`src/mersenne_twister_generator_defines.svh`:
```
// assertion macros shared by the generator rtl
`ifndef MERSENNE_TWISTER_GENERATOR_DEFINES_SVH
`define MERSENNE_TWISTER_GENERATOR_DEFINES_SVH

// same-cycle implication, disabled while in reset
`define MTG_ASSERT_IMPL(label, clk, rst_n, ante, cons) \
  label: assert property (@(posedge clk) disable iff (!rst_n) (ante) |-> (cons)) \
    else $error("mtg assertion failed: same-cycle implication");

// next-cycle implication, disabled while in reset
`define MTG_ASSERT_NEXT(label, clk, rst_n, ante, cons) \
  label: assert property (@(posedge clk) disable iff (!rst_n) (ante) |=> (cons)) \
    else $error("mtg assertion failed: next-cycle implication");

`endif

```
`src/mtg_pkg.sv`:
```
// shared constants and types of the mt19937 generator
package mtg_pkg;

  localparam int WORD_W            = 32;
  localparam int STATE_DEPTH_DEF   = 624;
  localparam int TAP_OFFSET_DEF    = 397;

  localparam logic [WORD_W-1:0] SEED_RESET = 32'd5489;
  localparam logic [WORD_W-1:0] SEED_MULT  = 32'd1812433253;
  localparam logic [WORD_W-1:0] TWIST_XOR  = 32'h9908_b0df;
  localparam logic [WORD_W-1:0] HIGH_BIT   = 32'h8000_0000;
  localparam logic [WORD_W-1:0] LOW_BITS   = 32'h7fff_ffff;
  localparam logic [WORD_W-1:0] TEMPER_B   = 32'h9d2c_5680;
  localparam logic [WORD_W-1:0] TEMPER_C   = 32'hefc6_0000;

  // shift control into the cell chain
  typedef struct packed {
    logic              shift;
    logic [WORD_W-1:0] word;
  } mtg_chain_ctl_t;

  // fixed taps of the chain
  typedef struct packed {
    logic [WORD_W-1:0] head;
    logic [WORD_W-1:0] next;
    logic [WORD_W-1:0] tap;
    logic [WORD_W-1:0] tail;
  } mtg_taps_t;

endpackage

```
`src/mtg_twist.sv`:
```
// per-word twist of the head taps and output tempering
module mtg_twist (
  input  mtg_pkg::mtg_taps_t         taps,
  output logic [mtg_pkg::WORD_W-1:0] new_word,
  output logic [mtg_pkg::WORD_W-1:0] tempered
);

  logic [mtg_pkg::WORD_W-1:0] y;
  logic [mtg_pkg::WORD_W-1:0] t1;
  logic [mtg_pkg::WORD_W-1:0] t2;
  logic [mtg_pkg::WORD_W-1:0] t3;

  always_comb begin
    y        = (taps.head & mtg_pkg::HIGH_BIT) | (taps.next & mtg_pkg::LOW_BITS);
    new_word = taps.tap ^ (y >> 1) ^ (y[0] ? mtg_pkg::TWIST_XOR : '0);
    t1       = new_word ^ (new_word >> 11);
    t2       = t1 ^ ((t1 << 7) & mtg_pkg::TEMPER_B);
    t3       = t2 ^ ((t2 << 15) & mtg_pkg::TEMPER_C);
    tempered = t3 ^ (t3 >> 18);
  end

endmodule

```
`config.mk`:
```
export PLATFORM = sky130hd
export DESIGN_NAME = mtg_twist
export DESIGN_NICKNAME = d
export VERILOG_FILES = /design/src/mersenne_twister_generator_defines.svh /design/src/mtg_pkg.sv /design/src/mtg_twist.sv
export SDC_FILE = /design/constraint.sdc
export NUM_CORES = 1
export LEC_CHECK = 0
export ABC_CLOCK_PERIOD_IN_PS = 2200
export CORE_AREA = 2 2 73 75
export DETAILED_ROUTE_END_ITERATION = 10
export DIE_AREA = 0 0 75 77
export DONT_BUFFER_PORTS = 1
export PLACE_DENSITY = 0.4
export SLEW_MARGIN = 30
export SYNTH_ARGS = -nofsm -noshare
export SYNTH_HDL_FRONTEND = slang
export SYNTH_SLANG_ARGS = --single-unit
```
`constraint.sdc`:
```
create_clock -name vclk -period 2.2
set_clock_uncertainty 0.05 [all_clocks]
set_input_delay 0.22 -clock vclk [all_inputs]
set_output_delay 0.22 -clock vclk [all_outputs]
set_load 0.1 [all_outputs]
```
# Word level (Yosys, flattened, before mapping)
# Cells that the tools add are included.
# word_totals
ff_bits,0
inputBits,128
out_inout_bits,64
wordCells,8
# classes
muxes,1
bitwise_logic,7
# ops
op,n
$xor A32 B32 Y32,3
$mux W32,1
$or A32 B31 Y32,1
$xor A32 B14 Y32,1
$xor A32 B21 Y32,1
$xor A32 B31 Y32,1

# Depth between registers and ports, before layout
# Gate-level depths: netlist of run 1.
# logic_depth
word_depth,7
mapped_depth,5
ltp_nobuf,4

# Worst setup path before layout of run 1
# OpenSTA, ideal clock, no wires.
# synth_timing
path_type,input to output
from,input taps[90] (netlist name)
to,output tempered[29] (netlist name)
arrival_time_ps,5268
required_ps,1930
path_slack_ps,-3338
cell_stages,4
n_path_buf,0
path_cell_list,xor2_1 -> xor2_1 -> xnor2_1 -> xor2_1
# synth_between
elab_chain_len,7
# synth_lines
element,line,rtl
"start, declared",mtg_twist.sv:3,"input mtg_pkg::mtg_taps_t taps,"
$or A32 B31 Y32,mtg_twist.sv:14,y = (taps.head & mtg_pkg::HIGH_BIT) | (taps.next & mtg_pkg::LOW_BITS);
$xor A32 B31 Y32,mtg_twist.sv:15,new_word = taps.tap ^ (y >> 1) ^ (y[0] ? mtg_pkg::TWIST_XOR : '0);
$xor A32 B32 Y32,mtg_twist.sv:15,
$xor A32 B21 Y32,mtg_twist.sv:16,t1 = new_word ^ (new_word >> 11);
$xor A32 B32 Y32,mtg_twist.sv:17,t2 = t1 ^ ((t1 << 7) & mtg_pkg::TEMPER_B);
$xor A32 B32 Y32,mtg_twist.sv:18,t3 = t2 ^ ((t2 << 15) & mtg_pkg::TEMPER_C);
$xor A32 B14 Y32,mtg_twist.sv:19,tempered = t3 ^ (t3 >> 18);
"end, declared",mtg_twist.sv:5,output logic [mtg_pkg::WORD_W-1:0] tempered
# No other way between the ends.

# Final worst setup path of run 1
# layout_timing
from,input taps[64] (netlist name)
to,output tempered[7] (netlist name)
# layout_between
elab_chain_len,7
# layout_lines
element,line
$or A32 B31 Y32,mtg_twist.sv:14
$mux W32,mtg_twist.sv:15
$xor A32 B32 Y32,mtg_twist.sv:15
$xor A32 B21 Y32,mtg_twist.sv:16
$xor A32 B32 Y32,mtg_twist.sv:17
$xor A32 B32 Y32,mtg_twist.sv:18
$xor A32 B14 Y32,mtg_twist.sv:19
# No other way between the ends.

==> flow_metrics.env, run 1 <==
export IMPL_first_global_vias=1069
export IMPL_final_cell_mix="buf_4, xor2_4, buf_12"
export IMPL_worstSetupPathType="primary input to primary output"
export IMPL_post_dp_cell_area_um2=3060
export IMPL_drc=0
export IMPL_rsz0062_at_grt="false"
export IMPL_initial_core_util_pct=23.1
export IMPL_yosysSeqAreaShare_pct=0
export IMPL_hold_viol=0
export IMPL_syn_area_per_cell_um2=10.3
export IMPL_num_antenna_cells=0
export IMPL_critical_path_startpoint_type="primary input"
export IMPL_cts_setup_buffers=0
export IMPL_antenna_found_initial=0
export IMPL_dieHeight_um=77
export IMPL_cp_slowest_cell="xor3_2"
export IMPL_critPathMaxFanout=15
export IMPL_track_usage_pct=12.4
export IMPL_end_kind="primary output"
export IMPL_io_buffers=0
export IMPL_final_fill_count=383
export IMPL_die_x_um=75
export IMPL_post_route_util_pct=61.7
export IMPL_syn_inst=112
export IMPL_status="complete, no violations"
export IMPL_die_area_um2=5780
export IMPL_wl_per_cell_um=13.6
export IMPL_relSlewSlack_pct=38.7
export IMPL_grt_max_degree=16
export IMPL_grt_overflow=0
export IMPL_layout_nets=315
export IMPL_cap_violations=0
export IMPL_final_cell_count_no_fill=255
export IMPL_vias=995
export IMPL_drt_iter0_markers=6
export IMPL_coreArea_um2=4980
export IMPL_drive_gt1_share_pct=81.1
export IMPL_worst_slew_pin_slew_ps=913
export IMPL_final_common_cell="buf_4"
export IMPL_hpwl_um=3410
export IMPL_dp_cells=255
export IMPL_hold_path_class="primary input to primary output"
export IMPL_max_stage_delay_ps=540
export IMPL_syn_nets=240
export IMPL_regArea_um2=0
export IMPL_grt_pass1_wl_um=5730
export IMPL_syn2layout_area_growth_pct=167
export IMPL_crit_path_cell_trace="xnor3_1, xor3_2, xor2_4, xnor2_4, buf_12"
export IMPL_worst_endpoint_arrival_ps=1820
export IMPL_ios=192
export IMPL_viasPerCell=3.90
export IMPL_wl_um=3480
export IMPL_seq_cells=0
export IMPL_holdPathStages=2
export IMPL_syn_area_um2=1150
export IMPL_ant_nets=0
export IMPL_rows=26
export IMPL_yosysWarnings=0
export IMPL_yosysUniqueCellTypes=12
export IMPL_place_congestion=0.724
export IMPL_n_clock_buffer=0
export IMPL_final_area_um2=3070
export IMPL_first_pass_iters=2
export IMPL_setup_viol=0
export IMPL_cp_data_required_time_ps=1930
export IMPL_report_final_slew_viol_count=0
export IMPL_fin_crit_ps=2090
export IMPL_fin_crit_sh_pct=94.8
export IMPL_max_freq_mhz=480
==> metal layers <==
metal	routed length (um)	vias to the layer above	track usage, %	part of all wire [%]
met1	1080	446	15.4	31
met3	519	0	4.60	15
met5	0	-	0	0
met2	1880	76	21.6	54
li1	-	473	-	-
met4	0	0	0	0
==> cells in the mapped netlist, drive strengths merged <==
| master | count | area, um^2 |
|---|---|---|
| buf | 2 | 16.3 |
| xnor3 | 8 | 181 |
| xor2 | 37 | 369 |
| xor3 | 3 | 73.8 |
| inv | 8 | 30.0 |
| xnor2 | 54 | 480 |
==> final cells by class <==
cell class	instances	area [um^2]	share of cell area, %
inverter	8	30.0	0.978
multi-input combinational	102	2100	68.4
tap	70	87.6	2.85
timing repair buffer	75	851	27.7
==> worst paths after layout <==
| kind | from | slack, ps | end |
|---|---|---|---|
| setup / recovery | taps[64] | 110 | tempered[7] |
| hold / removal | taps[42] | 670 | new_word[10] |
==> stage by stage <==
step | hold WS [ps] | worst slack (ps) | TNS, ps
floorplan | 595 | -672 | -7320
global placement | 669 | 111 | 0
detailed placement | 668 | 70.8 | 0
CTS | 668 | 62.9 | 0
global route | 670 | 59.0 | 0
finish | 666 | 114 | 0
==> cell families after synthesis <==
logic type	Yosys count	synth area share (%)
buffers and inverters	10	4.02
xor gates and xnor gates	102	96.0
==> critical path: cells and delay by family <==
| family | cells | cell delay (ps) |
|---|---|---|
| XOR/XNOR | 4 | 1400 |
| buffers and inverters | 1 | 190 |
==> repair_timing <==
item / CTS / global route
gates resized for setup: 0 / 1
setup endpoints to repair: 0 / 1
hold buffers: 0 / 0
Power of run 1 is left out: the tool's default activity adds up to more than one toggle a clock period on the data nets, which glitch-free logic cannot reach.
==> run 2: changes to the inputs <==
Settings changed: CORE_AREA 2 2 73 75 to 2 2 75 77, DIE_AREA 0 0 75 77 to 0 0 77 79, PLACE_DENSITY 0.4 to 0.39.
==> flow_metrics.env, run 2 (synthesis gave the netlist of run 1 again) <==
export IMPL_status="complete, no violations"
export IMPL_num_antenna_cells=0
export IMPL_layout_nets=316
export IMPL_wl_um=3540
export IMPL_grt_max_degree=16
export IMPL_wl_per_cell_um=13.7
export IMPL_seq_cells=0
export IMPL_regArea_um2=0
export IMPL_cp_data_required_time_ps=1930
export IMPL_setup_viol=0
export IMPL_path_depth=5
export IMPL_max_freq_mhz=480
export IMPL_cap_violations=0
export IMPL_cts_resized=0
export IMPL_final_common_cell="buf_4"
export IMPL_crit_start="taps[64]"
export IMPL_crit_path_end="tempered[7]"
export IMPL_cts_setup_buffers=0
export IMPL_hold_viol=0
export IMPL_hold_path_class="primary input to primary output"
export IMPL_final_fill_count=451
export IMPL_dieHeight_um=79
export IMPL_fin_crit_sh_pct=94.7
export IMPL_max_stage_delay_ps=540
export IMPL_io_buffers=0
export IMPL_ios=192
export IMPL_initial_core_util_pct=21.6
export IMPL_crit_path_cell_trace="xnor3_1, xor3_2, xor2_4, xnor2_4, buf_12"
export IMPL_die_area_um2=6080
export IMPL_final_cell_mix="buf_4, xor2_4, buf_12"
export IMPL_drive_gt1_share_pct=81.2
export IMPL_first_pass_iters=3
export IMPL_multi_input_area_um2=2100
export IMPL_worst_slew_pin_slew_ps=495
export IMPL_place_congestion=0.640
export IMPL_crit_family="XOR/XNOR gates"
export IMPL_end_kind="primary output"
export IMPL_rsz0062_at_grt="false"
export IMPL_vias=1006
export IMPL_antenna_found_initial=0
export IMPL_first_global_vias=1098
export IMPL_post_dp_cell_area_um2=3070
export IMPL_report_final_slew_viol_count=0
export IMPL_worst_endpoint_arrival_ps=1810
export IMPL_grt_pass1_wl_um=5660
export IMPL_fin_crit_ps=2080
export IMPL_die_x_um=77
export IMPL_syn2layout_area_growth_pct=167
export IMPL_grt_overflow=0
export IMPL_viasPerCell=3.90
export IMPL_drc=0
export IMPL_worstSetupPathType="primary input to primary output"
export IMPL_hpwl_um=3390
export IMPL_critPathMaxFanout=15
export IMPL_coreArea_um2=5340
export IMPL_track_usage_pct=11.5
export IMPL_cp_slowest_cell="xor3_2"
export IMPL_whs_ps=663
export IMPL_rows=27
export IMPL_n_clock_buffer=0
export IMPL_final_area_um2=3080
export IMPL_cp_num_buf_inv=1
export IMPL_hold_buffers=0
export IMPL_ant_nets=0
export IMPL_drt_iter0_markers=4
export IMPL_relSlewSlack_pct=66.8
export IMPL_critical_path_startpoint_type="primary input"
[run 2: area by class of cell]
| cell class | instances | share of cell area [%] |
|---|---|---|
| tap | 72 | 2.93 |
| multi-input combinational | 102 | 68.2 |
| inverter | 8 | 0.975 |
| timing repair buffer | 76 | 27.9 |
[run 2: through the flow]
| step | utilization [%] | setup TNS [ps] | instances | setup slack (ps) |
|---|---|---|---|---|
| after global routing | 57.7 | 0 | 258 | 60.7 |
| after floorplan | - | -7320 | 112 | -672 |
| after detailed placement | 57.5 | 0 | 258 | 22.8 |
| after global placement | 57.5 | 0 | 258 | 88.5 |
| final | 57.7 | 0 | 258 | 116 |
| after CTS | 57.5 | 0 | 258 | 8.73 |
[run 2: worst min-delay path by stage]
| stage | startpoint | endpoint | slack [ps] | depth (start not counted) |
|---|---|---|---|---|
| 4_1_cts | taps[64] | new_word[4] | 670 | 2 |
| 3_5_place_dp | taps[64] | new_word[4] | 670 | 2 |
| 6_report | taps[64] | new_word[4] | 660 | 2 |
| 2_1_floorplan | taps[42] | new_word[10] | 590 | 1 |
| 5_1_grt | taps[64] | new_word[2] | 670 | 2 |
| 3_3_place_gp | taps[64] | new_word[4] | 660 | 2 |
[run 2: layer usage]
layer | track usage, % | up-vias | wire length (um)
met5 | 0 | - | 0
met4 | 0 | 0 | 0
met2 | 22.1 | 70 | 2010
li1 | - | 474 | -
met1 | 13.9 | 462 | 1160
met3 | 2.50 | 0 | 359
Power of run 2 is left out for the same reason.
==> run 3: changes to the inputs <==
Settings changed: CORE_AREA 2 2 75 77 to 2 2 74 76, DIE_AREA 0 0 77 79 to 0 0 76 78, PLACE_DENSITY 0.39 to 0.4.
==> flow_metrics.env, run 3 (synthesis gave the netlist of run 1 again) <==
export IMPL_status="complete, no violations"
export IMPL_holdPathStages=2
export IMPL_wl_um=3500
export IMPL_initial_core_util_pct=22.8
export IMPL_final_common_cell="buf_4"
export IMPL_worstSetupPathType="primary input to primary output"
export IMPL_coreArea_um2=5040
export IMPL_seq_cells=0
export IMPL_worst_endpoint_arrival_ps=1790
export IMPL_rsz0062_at_grt="false"
export IMPL_worst_slew_pin_slew_ps=501
export IMPL_layout_nets=317
export IMPL_fin_crit_sh_pct=93.5
export IMPL_hpwl_um=3420
export IMPL_fin_crit_ps=2060
export IMPL_hold_viol=0
export IMPL_hold_path_class="primary input to primary output"
export IMPL_track_usage_pct=11.7
export IMPL_cts_setup_buffers=0
export IMPL_crit_start="taps[64]"
export IMPL_postLayoutSetupSlackWorst_ps=144
export IMPL_final_area_um2=3080
export IMPL_syn2layout_area_growth_pct=167
export IMPL_drive_gt1_share_pct=80.7
export IMPL_whs_ps=659
export IMPL_dieHeight_um=78
export IMPL_worstHoldStart="taps[64]"
export IMPL_final_cell_mix="buf_4, xor2_4, buf_12"
export IMPL_io_buffers=0
export IMPL_die_x_um=76
export IMPL_num_antenna_cells=0
export IMPL_end_kind="primary output"
export IMPL_wl_per_cell_um=13.6
export IMPL_hold_path_endpoint="new_word[4]"
export IMPL_critPathMaxFanout=15
export IMPL_post_route_util_pct=61.0
export IMPL_drc=0
export IMPL_post_dp_cell_area_um2=3080
export IMPL_pre_cts_slack_ps=132
export IMPL_ant_nets=0
export IMPL_rows=26
export IMPL_max_freq_mhz=486
export IMPL_drt_iter0_markers=2
export IMPL_first_pass_iters=2
export IMPL_grt_pass1_wl_um=5720
export IMPL_final_fill_count=386
export IMPL_place_congestion=0.710
export IMPL_setup_viol=0
export IMPL_multi_input_area_um2=2090
export IMPL_cp_data_required_time_ps=1930
export IMPL_report_final_slew_viol_count=0
export IMPL_n_clock_buffer=0
export IMPL_regArea_um2=0
export IMPL_viasPerCell=3.89
export IMPL_antenna_found_initial=0
export IMPL_hold_buffers=0
export IMPL_first_global_vias=1119
export IMPL_cts_resized=0
export IMPL_grt_overflow=0
export IMPL_relSlewSlack_pct=66.3
export IMPL_critical_path_startpoint_type="primary input"
export IMPL_ios=192
export IMPL_cap_violations=0
export IMPL_vias=1000
export IMPL_die_area_um2=5930
export IMPL_grt_max_degree=16
==> run 3: layout make-up <==
class              instances  share of cell area [%]
inverters                  8                   0.976
multi-input cells        102                    68.0
well taps                 70                    2.85
repair buffers            77                    28.1
==> run 3: stage by stage <==
step                      TNS (ps)  instances
final                            0        257
after global routing             0        257
after CTS                        0        257
after detailed placement         0        257
after global placement           0        257
after floorplan              -7320        112
==> run 3: how the worst max path moves through the flow <==
stage	endpoint	slack (ps)
finish	tempered[7]	140
global route	tempered[7]	80
CTS	tempered[7]	130
detailed placement	tempered[7]	130
global placement	tempered[7]	120
floorplan	tempered[11]	-670
==> run 3: critical path, cell delays in order <==
cell and delay (ps):
xnor3_1 420, xor3_2 540, xor2_4 230, xnor2_4 180, buf_12 190
==> run 3: routing by layer <==
| metal | routed length, um | share of wire, % | vias up | track usage (%) |
|---|---|---|---|---|
| met5 | 0 | 0 | - | 0 |
| met4 | 0 | 0 | 0 | 0 |
| met3 | 402 | 11 | 0 | 3.49 |
| met2 | 1970 | 56 | 77 | 22.6 |
| met1 | 1120 | 32 | 451 | 13.7 |
| li1 | - | - | 472 | - |
Power of run 3 is left out for the same reason.
